## src/rtl/core/linear_probe_hash_table_core_assert.svh

```systemverilog
// Assertion macros for the linear probe hash table core.
// Expects i_clk and i_rst_n in the scope of the module that uses them.
`ifndef LINEAR_PROBE_HASH_TABLE_CORE_ASSERT_SVH
`define LINEAR_PROBE_HASH_TABLE_CORE_ASSERT_SVH

`ifndef SYNTHESIS
// Same-cycle implication, checked outside reset.
`define LPHT_ASSERT_NOW(label, ante, cons, msg) \
    label: assert property (@(posedge i_clk) disable iff (!i_rst_n) (ante) |-> (cons)) \
        else $error(msg);
// Next-cycle implication, checked outside reset.
`define LPHT_ASSERT_NEXT(label, ante, cons, msg) \
    label: assert property (@(posedge i_clk) disable iff (!i_rst_n) (ante) |=> (cons)) \
        else $error(msg);
`else
`define LPHT_ASSERT_NOW(label, ante, cons, msg)
`define LPHT_ASSERT_NEXT(label, ante, cons, msg)
`endif

`endif

```

## src/rtl/core/lpht_pkg.sv

```systemverilog
// Shared constants, codes and types of the linear probe hash table core.
// No dependencies; every module of the core imports it.
package lpht_pkg;

    localparam int CAPACITY = 64;
    localparam int IDX_W    = $clog2(CAPACITY);
    localparam int CNT_W    = IDX_W + 1;
    localparam int KEY_W    = 32;
    localparam int VAL_W    = 32;
    localparam int ST_W     = 3;

    // A new key is refused once the table holds three quarters of capacity.
    localparam logic [CNT_W-1:0] LOAD_LIMIT = CNT_W'(3 * CAPACITY / 4);

    // Integer hash constants
    localparam logic [KEY_W-1:0] HASH_MASK = 32'h3fff_ffff;
    localparam int SH_A      = 18;
    localparam int SH_B      = 31;
    localparam int MUL_SH_LO = 2;    // times 21 = 1 + 4 + 16
    localparam int MUL_SH_HI = 4;
    localparam int SH_C      = 11;
    localparam int SH_D      = 6;
    localparam int SH_E      = 22;

    localparam logic ACT_LOOKUP = 1'b0;
    localparam logic ACT_INSERT = 1'b1;

    localparam logic [ST_W-1:0] ST_HIT     = 3'd0;
    localparam logic [ST_W-1:0] ST_MISS    = 3'd1;
    localparam logic [ST_W-1:0] ST_NEW     = 3'd2;
    localparam logic [ST_W-1:0] ST_UPDATED = 3'd3;
    localparam logic [ST_W-1:0] ST_FULL    = 3'd4;

    localparam int QUEUE_DEPTH = 2;
    localparam int QPTR_W      = $clog2(QUEUE_DEPTH);
    localparam int QCNT_W      = QPTR_W + 1;

    typedef struct packed {
        logic             act;
        logic [KEY_W-1:0] key;
        logic [VAL_W-1:0] wv;
        logic [IDX_W-1:0] idx;
    } t_item;

    typedef struct packed {
        logic             busy;
        logic [CNT_W-1:0] entry_count;
    } t_back_stat;

endpackage

```

## src/rtl/core/linear_probe_hash_table_core.sv

```systemverilog
// Linear probe hash table core: 64-slot key/value table, lookups and inserts.
// The key is hashed in two registered stages and queued; the back end then probes
// slots from the hashed index, and a lookup on an empty table skips probing. The back
// end takes a new item only after the last is answered, with the single read port of the key/value memories.
// Reset (synchronous, active low) empties the table and drops queued items;
// the slot memories are not cleared, their used bits are.
`include "linear_probe_hash_table_core_assert.svh"

module linear_probe_hash_table_core (
    input  logic                       i_clk,
    input  logic                       i_rst_n,
    input  logic                       i_in_valid,
    output logic                       o_in_stall,
    input  logic                       i_action,
    input  logic [lpht_pkg::KEY_W-1:0] i_key,
    input  logic [lpht_pkg::VAL_W-1:0] i_write_value,
    output logic                       o_out_valid,
    input  logic                       i_out_stall,
    output logic [lpht_pkg::ST_W-1:0]  o_status,
    output logic [lpht_pkg::VAL_W-1:0] o_read_value
);
    import lpht_pkg::*;

    // front end to queue
    logic       w_push;
    t_item      w_push_item;
    logic       w_q_full;
    // queue to back end
    logic       w_q_valid;
    t_item      w_q_item;
    logic       w_q_pop;
    t_back_stat w_stat;

    // Hash the key in two stages; hold the input with stall once both stages
    // and the queue are occupied.
    lpht_front u_front (
        .i_clk         (i_clk),
        .i_rst_n       (i_rst_n),
        .i_in_valid    (i_in_valid),
        .o_in_stall    (o_in_stall),
        .i_action      (i_action),
        .i_key         (i_key),
        .i_write_value (i_write_value),
        .o_push        (w_push),
        .o_item        (w_push_item),
        .i_q_full      (w_q_full)
    );

    // Decouple hashing from probing so the front keeps taking transfers
    // while the back end walks a long probe chain.
    lpht_queue u_queue (
        .i_clk   (i_clk),
        .i_rst_n (i_rst_n),
        .i_push  (w_push),
        .i_item  (w_push_item),
        .o_full  (w_q_full),
        .i_pop   (w_q_pop),
        .o_valid (w_q_valid),
        .o_item  (w_q_item)
    );

    // Walk slots one per cycle from the hashed index, update the table and
    // park the result in the output register until it is transferred.
    lpht_back u_back (
        .i_clk        (i_clk),
        .i_rst_n      (i_rst_n),
        .i_q_valid    (w_q_valid),
        .i_q_item     (w_q_item),
        .o_q_pop      (w_q_pop),
        .o_out_valid  (o_out_valid),
        .i_out_stall  (i_out_stall),
        .o_status     (o_status),
        .o_read_value (o_read_value),
        .o_stat       (w_stat)
    );

    // Only a lookup hit carries a value.
    `LPHT_ASSERT_NOW(a_rdval_zero, o_out_valid && (o_status != ST_HIT), o_read_value == '0, "non-zero value without hit")
    // Occupancy never exceeds the load limit.
    `LPHT_ASSERT_NOW(a_count_bound, 1'b1, w_stat.entry_count <= LOAD_LIMIT, "entry count above load limit")
    // Occupancy moves only by one, together with a new-entry result.
    `LPHT_ASSERT_NOW(a_count_step, $past(i_rst_n) && (w_stat.entry_count != $past(w_stat.entry_count)), o_out_valid && (o_status == ST_NEW) && (w_stat.entry_count == $past(w_stat.entry_count) + 1'b1), "entry count changed without new entry")
    // A popped item is either being probed or already answered.
    `LPHT_ASSERT_NEXT(a_pop_busy, w_q_pop, w_stat.busy || o_out_valid, "popped item lost")

endmodule

```

## src/rtl/core/lpht_front.sv

```systemverilog
// Front end: input handshake and two-stage key hash pipeline.
// Depends on lpht_pkg; feeds lpht_queue.
module lpht_front (
    input  logic                       i_clk,
    input  logic                       i_rst_n,
    input  logic                       i_in_valid,
    output logic                       o_in_stall,
    input  logic                       i_action,
    input  logic [lpht_pkg::KEY_W-1:0] i_key,
    input  logic [lpht_pkg::VAL_W-1:0] i_write_value,
    output logic                       o_push,
    output lpht_pkg::t_item            o_item,
    input  logic                       i_q_full
);
    import lpht_pkg::*;

    logic             r_v1, r_v2;
    logic             r_act1, r_act2;
    logic [KEY_W-1:0] r_key1, r_key2;
    logic [VAL_W-1:0] r_wv1, r_wv2;
    logic [KEY_W-1:0] r_h1, r_h2;

    logic             en1, en2, accept;
    logic [KEY_W-1:0] h_a, s1_hash, h_m, s2_hash, h_f, h_g, h_masked;

    always_comb begin
        h_a      = ~i_key + (i_key << SH_A);
        s1_hash  = h_a ^ (h_a >> SH_B);
        h_m      = r_h1 + (r_h1 << MUL_SH_LO) + (r_h1 << MUL_SH_HI);
        s2_hash  = h_m ^ (h_m >> SH_C);
        h_f      = r_h2 + (r_h2 << SH_D);
        h_g      = h_f ^ (h_f >> SH_E);
        h_masked = h_g & HASH_MASK;
    end

    // advance a stage when it is empty or its successor moves
    assign en2        = !r_v2 || !i_q_full;
    assign en1        = !r_v1 || en2;
    assign accept     = i_in_valid && en1;
    assign o_in_stall = !en1;
    assign o_push     = r_v2 && !i_q_full;

    assign o_item.act = r_act2;
    assign o_item.key = r_key2;
    assign o_item.wv  = r_wv2;
    assign o_item.idx = h_masked[IDX_W-1:0];

    always_ff @(posedge i_clk) begin
        if (!i_rst_n) begin
            r_v1 <= 1'b0;
            r_v2 <= 1'b0;
        end else begin
            if (en1) begin
                r_v1 <= i_in_valid;
            end
            if (en2) begin
                r_v2 <= r_v1;
            end
        end
    end

    always_ff @(posedge i_clk) begin
        if (accept) begin
            r_act1 <= i_action;
            r_key1 <= i_key;
            r_wv1  <= i_write_value;
            r_h1   <= s1_hash;
        end
        if (en2 && r_v1) begin
            r_act2 <= r_act1;
            r_key2 <= r_key1;
            r_wv2  <= r_wv1;
            r_h2   <= s2_hash;
        end
    end

endmodule

```

## src/rtl/core/lpht_queue.sv

```systemverilog
// Short queue of hashed items between front and back end.
// Depends on lpht_pkg.
module lpht_queue (
    input  logic            i_clk,
    input  logic            i_rst_n,
    input  logic            i_push,
    input  lpht_pkg::t_item i_item,
    output logic            o_full,
    input  logic            i_pop,
    output logic            o_valid,
    output lpht_pkg::t_item o_item
);
    import lpht_pkg::*;

    t_item             r_mem [QUEUE_DEPTH];
    logic [QPTR_W-1:0] r_wr_ptr, r_rd_ptr;
    logic [QCNT_W-1:0] r_count;

    assign o_valid = (r_count != '0);
    assign o_full  = (r_count == QCNT_W'(QUEUE_DEPTH));
    assign o_item  = r_mem[r_rd_ptr];

    always_ff @(posedge i_clk) begin
        if (!i_rst_n) begin
            r_wr_ptr <= '0;
            r_rd_ptr <= '0;
            r_count  <= '0;
        end else begin
            if (i_push) begin
                r_wr_ptr <= r_wr_ptr + 1'b1;
            end
            if (i_pop) begin
                r_rd_ptr <= r_rd_ptr + 1'b1;
            end
            case ({i_push, i_pop})
                2'b10:   r_count <= r_count + 1'b1;
                2'b01:   r_count <= r_count - 1'b1;
                default: r_count <= r_count;
            endcase
        end
    end

    always_ff @(posedge i_clk) begin
        if (i_push) begin
            r_mem[r_wr_ptr] <= i_item;
        end
    end

endmodule

```

## src/rtl/core/lpht_back.sv

```systemverilog
// Back end: probe sequencer over the key and value memories, result register.
// Depends on lpht_pkg; fed by lpht_queue.
module lpht_back (
    input  logic                       i_clk,
    input  logic                       i_rst_n,
    input  logic                       i_q_valid,
    input  lpht_pkg::t_item            i_q_item,
    output logic                       o_q_pop,
    output logic                       o_out_valid,
    input  logic                       i_out_stall,
    output logic [lpht_pkg::ST_W-1:0]  o_status,
    output logic [lpht_pkg::VAL_W-1:0] o_read_value,
    output lpht_pkg::t_back_stat       o_stat
);
    import lpht_pkg::*;

    localparam logic S_IDLE  = 1'b0;
    localparam logic S_PROBE = 1'b1;
    localparam logic [IDX_W-1:0] PROBE_LAST = IDX_W'(CAPACITY - 1);

    logic [KEY_W-1:0] mem_key [CAPACITY];
    logic [VAL_W-1:0] mem_val [CAPACITY];
    logic [CAPACITY-1:0] r_used;

    logic             r_state, n_state;
    logic             r_act;
    logic [KEY_W-1:0] r_key;
    logic [VAL_W-1:0] r_wv;
    logic [IDX_W-1:0] r_idx, r_probes;
    logic             r_used_q;
    logic [KEY_W-1:0] r_rd_key;
    logic [VAL_W-1:0] r_rd_val;
    logic [CNT_W-1:0] r_count;
    logic             r_out_valid;
    logic [ST_W-1:0]  r_status;
    logic [VAL_W-1:0] r_rdval;

    logic             out_free, match, settle, last;
    logic             start, idx_adv, rd_en, res_load, wr_key, wr_val, set_used;
    logic [IDX_W-1:0] rd_addr;
    logic [ST_W-1:0]  res_status;
    logic [VAL_W-1:0] res_val;

    assign out_free = !r_out_valid || !i_out_stall;
    assign match    = r_used_q && (r_rd_key == r_key);
    assign settle   = !r_used_q || match;
    assign last     = (r_probes == PROBE_LAST);

    always_comb begin
        n_state    = r_state;
        o_q_pop    = 1'b0;
        start      = 1'b0;
        idx_adv    = 1'b0;
        rd_en      = 1'b0;
        rd_addr    = r_idx;
        res_load   = 1'b0;
        res_status = ST_MISS;
        res_val    = '0;
        wr_key     = 1'b0;
        wr_val     = 1'b0;
        set_used   = 1'b0;
        case (r_state)
            S_IDLE: begin
                if (i_q_valid) begin
                    if (i_q_item.act == ACT_LOOKUP && r_count == '0) begin
                        // empty table: miss without probing
                        if (out_free) begin
                            o_q_pop  = 1'b1;
                            res_load = 1'b1;
                        end
                    end else begin
                        o_q_pop = 1'b1;
                        start   = 1'b1;
                        rd_en   = 1'b1;
                        rd_addr = i_q_item.idx;
                        n_state = S_PROBE;
                    end
                end
            end
            S_PROBE: begin
                if (settle || last) begin
                    if (out_free) begin
                        res_load = 1'b1;
                        n_state  = S_IDLE;
                        if (r_act == ACT_LOOKUP) begin
                            if (match) begin
                                res_status = ST_HIT;
                                res_val    = r_rd_val;
                            end
                        end else if (match) begin
                            res_status = ST_UPDATED;
                            wr_val     = 1'b1;
                        end else if (!r_used_q) begin
                            if (r_count >= LOAD_LIMIT) begin
                                res_status = ST_FULL;
                            end else begin
                                res_status = ST_NEW;
                                wr_key     = 1'b1;
                                wr_val     = 1'b1;
                                set_used   = 1'b1;
                            end
                        end else begin
                            // whole table walked without a free slot
                            res_status = ST_FULL;
                        end
                    end
                end else begin
                    idx_adv = 1'b1;
                    rd_en   = 1'b1;
                    rd_addr = r_idx + 1'b1;
                end
            end
            default: n_state = S_IDLE;
        endcase
    end

    always_ff @(posedge i_clk) begin
        if (!i_rst_n) begin
            r_state     <= S_IDLE;
            r_out_valid <= 1'b0;
            r_count     <= '0;
            r_used      <= '0;
        end else begin
            r_state <= n_state;
            if (res_load) begin
                r_out_valid <= 1'b1;
            end else if (!i_out_stall) begin
                r_out_valid <= 1'b0;
            end
            if (set_used) begin
                r_used[r_idx] <= 1'b1;
                r_count       <= r_count + 1'b1;
            end
        end
    end

    always_ff @(posedge i_clk) begin
        if (start) begin
            r_act    <= i_q_item.act;
            r_key    <= i_q_item.key;
            r_wv     <= i_q_item.wv;
            r_idx    <= i_q_item.idx;
            r_probes <= '0;
        end else if (idx_adv) begin
            r_idx    <= r_idx + 1'b1;
            r_probes <= r_probes + 1'b1;
        end
        if (rd_en) begin
            r_used_q <= r_used[rd_addr];
        end
        if (res_load) begin
            r_status <= res_status;
            r_rdval  <= res_val;
        end
    end

    always_ff @(posedge i_clk) begin
        if (wr_key) begin
            mem_key[r_idx] <= r_key;
        end
        if (wr_val) begin
            mem_val[r_idx] <= r_wv;
        end
        if (rd_en) begin
            r_rd_key <= mem_key[rd_addr];
            r_rd_val <= mem_val[rd_addr];
        end
    end

    assign o_out_valid        = r_out_valid;
    assign o_status           = r_status;
    assign o_read_value       = r_rdval;
    assign o_stat.busy        = (r_state == S_PROBE);
    assign o_stat.entry_count = r_count;

endmodule

```

## config.mk

```make
export PLATFORM = sky130hd
export DESIGN_NAME = linear_probe_hash_table_core
export DESIGN_NICKNAME = d
export VERILOG_FILES = /design/src/rtl/core/lpht_pkg.sv /design/src/rtl/core/linear_probe_hash_table_core.sv /design/src/rtl/core/lpht_front.sv /design/src/rtl/core/lpht_queue.sv /design/src/rtl/core/lpht_back.sv
export VERILOG_INCLUDE_DIRS = /design/src /design/src/rtl/core
export SDC_FILE = /design/constraint.sdc
export NUM_CORES = 2
export LEC_CHECK = 0
export BUFFER_PORTS_ARGS = -buffer_cell sky130_fd_sc_hd__buf_4
export CORE_UTILIZATION = 45
export CTS_CLUSTER_DIAMETER = 150
export DETAILED_ROUTE_END_ITERATION = 8
export PLACE_DENSITY = 0.71
export SYNTH_ARGS = -nofsm -noshare
export SYNTH_HDL_FRONTEND = slang
export SYNTH_MEMORY_MAX_BITS = 65536
export SYNTH_SLANG_ARGS = --single-unit
```

## constraint.sdc

```tcl
create_clock -name i_clk -period 10.2 [get_ports i_clk]
set_clock_uncertainty 0.05 [all_clocks]
set_input_delay 1.53 -clock i_clk [delete_from_list [all_inputs] [get_ports i_clk]]
set_output_delay 1.53 -clock i_clk [all_outputs]
set_load 0.01 [all_outputs]
```

==> impl_metrics.csv <==
group,metric,value,unit
sta,max_freq,135,MHz
logic_synthesis,synth.avg_cell_area,21.8,um^2
layout,areaGrowthSynthToFinish,12.7,%
routing,wl_per_cell,32.8,um
setup_path,path_buf_inv,4,
layout,seq_area,140000,um^2
clock_network,root_buffer,"clkbuf_16",
setup_path,cp_max_fo,65,
sta,drv_slew,0,
placement,portBuffers,105,
setup_path,critPathArrivalTime,8030,ps
routing,final_antenna_net_count,0,
routing,viasPerCell,6.27,
setup_path,crit_family,"buffers and inverters",
layout,multiInputGateArea,37500,um^2
sta,slew_headroom,11.8,%
sta,worst_slew_pin_slew,1320,ps
logic_synthesis,syn_nets,8352,
clock_network,clk_pin_slew_worst_paths,60,ps
sta,period_share,72.5,%
logic_synthesis,synth_ff_type,"edfxtp_1",
clock_network,numClockSinks,4685,
grt,grt_overflow,0,
grt,grt_pass1_vias,89400,
clock_network,tritoncts,"yes",
floorplanning,fp-row-count,230,
placement,place_congestion,0.813,
power_and_ir_drop,power,0.0579,W
logic_synthesis,synth_area_leaders,"edfxtp_1 (77%), mux4_2 (13%), a22oi_1 (2.0%)",
setup_path,reg2reg_from,"u_back.r_key[0]$_DFFE_PP_",
clock_network,ctsResizeCount,0,
sta,setup_violations,0,
setup_path,cpMaxStageDelayCell,"nor4_4",
setup_path,path_common_cell,"buf_4",
setup_path,cp-end-kind,"flop",
power_and_ir_drop,combPwrFrac,33.1,%
floorplanning,core_area,394000,um^2
grt,antenna_found_initial,12,
clock_network,clock_latency,1000,ps
power_and_ir_drop,swShare,32.9,%
logic_synthesis,async_flop_share,0,%
sta,rsz0062_at_grt,"no",
grt,grt_pass1_wl,656,mm
power_and_ir_drop,p_leak,63.0,nW
sta,fin_crit,7390,ps
hold_path,hp-class,"flop to flop",
setup_path,crit_chain,"buf_4 -> xnor2_1 -> nand4_1 -> nor4_4 -> a41oi_1 -> o211ai_4 -> buf_4 -> buf_4 -> buf_4 -> mux4_2 -> a22oi_1 -> nand2_1 -> a22oi_1 -> nand2_1",
power_and_ir_drop,clockPowerShare,27.3,%
routing,drtIter0Drc,12700,
clock_network,clk_path_buf_depth,4,
logic_synthesis,yosysMostFrequentCell,"edfxtp_1",
layout,nets,8761,
hold_path,worstHoldPathCells,0,
routing,drcViolationCount,0,
power_and_ir_drop,power_switching,0.0190,W
sta,hold_viol_final,0,
status,status,"finished, final reports clean",
logic_synthesis,yosys-top-cells-count,"edfxtp_1 (4599), mux4_2 (992), a22oi_1 (485)",
clock_network,cts_setup_buffers,0,
setup_path,worst-setup-path-type,"flop to flop",
power_and_ir_drop,ir_drop,0.413,mV
setup_path,worstRegToRegCells,14,
run,cap_violations,0,
grt,grtUsageTotal,22.9,%
routing,dr.pass1.iters,5,
sta,tns,0,ps
power_and_ir_drop,p_seq_share,39.7,%
power_and_ir_drop,p_int,0.0389,W
setup_path,worst_setup_path_start_kind,"flop",
logic_synthesis,postSynthCellCount,8186,
layout,n_fill_cell,30000,
floorplanning,fp.dieH,632,um
logic_synthesis,synth-edff-count,4599,
setup_path,reg2reg_to,"u_back.r_rd_key[6]$_DFFE_PP_",
setup_path,slowest_delay,980,ps
power_and_ir_drop,powerDensity,288,nW/um^2
floorplanning,die-area,399000,um^2
routing,num_vias,89000,
hold_path,hold_start,"u_front.r_key1[1]$_DFFE_PP_",
clock_network,htreeDepth,5,
logic_synthesis,yosys.area.top_type,"edfxtp_1",
setup_path,crit_required,10840,ps
clock_network,cts_buffers,434,
setup_path,regToRegSetupSlack,2810,ps
floorplanning,start_util,45.3,%
logic_synthesis,synth_seq_area_share,78.4,%
logic_synthesis,synth_top_area_share,77.4,%
routing,wl,465,mm
placement,hpwl,238,mm
logic_synthesis,synth_seq_cells,4685,
logic_synthesis,ys_types,70,
grt,grt_max_degree,136,
logic_synthesis,synth-warning-count,0,
floorplanning,io_pins,106,
hold_path,hold-path-endpoint,"u_front.r_key2[1]$_DFFE_PP_",
logic_synthesis,syn-cell-area,178000,um^2
layout,drive_gt1_share,24.8,%
clock_network,cts_hold_buf,0,
floorplanning,die_w,632,um
[cell type report]
type,count,area share [%]
Clock inverter,233,1.06
Sequential cell,4685,69.5
Clock buffer,566,5.78
Antenna cell,9,0.0112
Tap cell,5220,3.25
Timing Repair Buffer,398,1.63
Multi-Input combinational cell,3019,18.7
Inverter,57,0.107
[routing by layer]
layer | track usage, % | wire, um | share of wire, % | vias up
li1 | - | - | - | 35100
met1 | 31.0 | 171000 | 37 | 47200
met2 | 37.0 | 223000 | 48 | 5713
met3 | 3.88 | 47600 | 10 | 956
met4 | 10.2 | 23300 | 5.0 | 6
met5 | 0 | 36 | 0.0077 | -
[worst max-delay path by stage]
stage	to	cells after the start	slack (ps)	start
4_1_cts	u_back.r_rd_key[6]$_DFFE_PP_	14	3000	u_back.r_key[0]$_DFFE_PP_
5_1_grt	u_back.r_rd_key[7]$_DFFE_PP_	14	2790	u_back.r_key[0]$_DFFE_PP_
3_3_place_gp	u_back.r_rd_key[6]$_DFFE_PP_	14	3060	u_back.r_key[0]$_DFFE_PP_
3_5_place_dp	u_back.r_rd_key[6]$_DFFE_PP_	14	3020	u_back.r_key[0]$_DFFE_PP_
6_report	u_back.r_rd_key[6]$_DFFE_PP_	14	2810	u_back.r_key[0]$_DFFE_PP_
2_1_floorplan	u_back.r_rd_key[10]$_DFFE_PP_	12	1250	u_back.r_key[26]$_DFFE_PP_
[kinds of logic (layout without fill, tap and decap cells)]
group	count (synthesis)	count (layout)	share of synthesized area, %
buffers and inverters	482	1254	1.25
other	0	9	0
AOI/OAI and AO/OA	938	938	3.71
DFF	4685	4685	78.4
muxes	1161	1161	13.5
xor gates and xnor gates	127	127	0.623
adders and majority gates	97	97	0.802
and+or+nand+nor	696	696	1.73
[registers in the layout, indices dropped and copies added, names as in the netlist, 28 cells and up, named ones only]
name	flops
u_front.r_key1	32
u_back.r_used	64
u_front.r_key2	32
u_back.mem_key	2048
u_queue.r_mem	142
u_back.r_wv	32
u_back.r_key	32
u_back.r_rd_key	32
u_front.r_h2	28
u_front.r_wv2	32
u_back.o_read_value	32
u_back.r_rd_val	32
u_back.mem_val	2048
u_front.r_wv1	32
u_front.r_h1	32
[cells in the final DEF, fill, tap and decap left out, types with 82 or more instances in the layout]
cell type	n
clkinv_1	86
nor2_4	128
clkbuf_1	113
xnor2_1	97
buf_4	375
mux4_2	992
nor2_1	123
clkbuf_16	442
dfxtp_1	85
mux2i_1	103
a21oi_1	166
clkinv_2	82
nand2_1	233
a22oi_1	485
edfxtp_1	4599
[worst register-to-register path, delay by kind of cell (launching register included)]
family	cells	cell delay, ps
multiplexers	1	400
XOR/XNOR	1	770
flip-flops	1	350
buffers and inverters	4	2170
AO/OA/AOI/OAI	4	1910
AND/OR/NAND/NOR	4	1470
[stage by stage]
stage	util (%)	std cells	cell area (um^2)	setup WS, ps	hold slack, ps
finish	51.1	14200	201000	2810	355
global route	51.1	14200	201000	2790	373
CTS	51.1	14200	201000	3000	362
detailed placement	47.6	13400	187000	3020	355
global placement	47.6	13400	187000	3060	355
floorplan	-	8186	178000	1250	350
[power by group through the flow]
| stage | Combinational, W | Clock [W] | Sequential (W) |
|---|---|---|---|
| after global placement | 0.0188 | 0 | 0.0234 |
| after detailed placement | 0.0190 | 0 | 0.0234 |
| final | 0.0192 | 0.0158 | 0.0230 |
| after floorplan | 0.0125 | 0 | 0.0237 |
| after global routing | 0.0201 | 0.0166 | 0.0230 |
| after CTS | 0.0191 | 0.0159 | 0.0230 |
(Power assumes the default switching activity.)
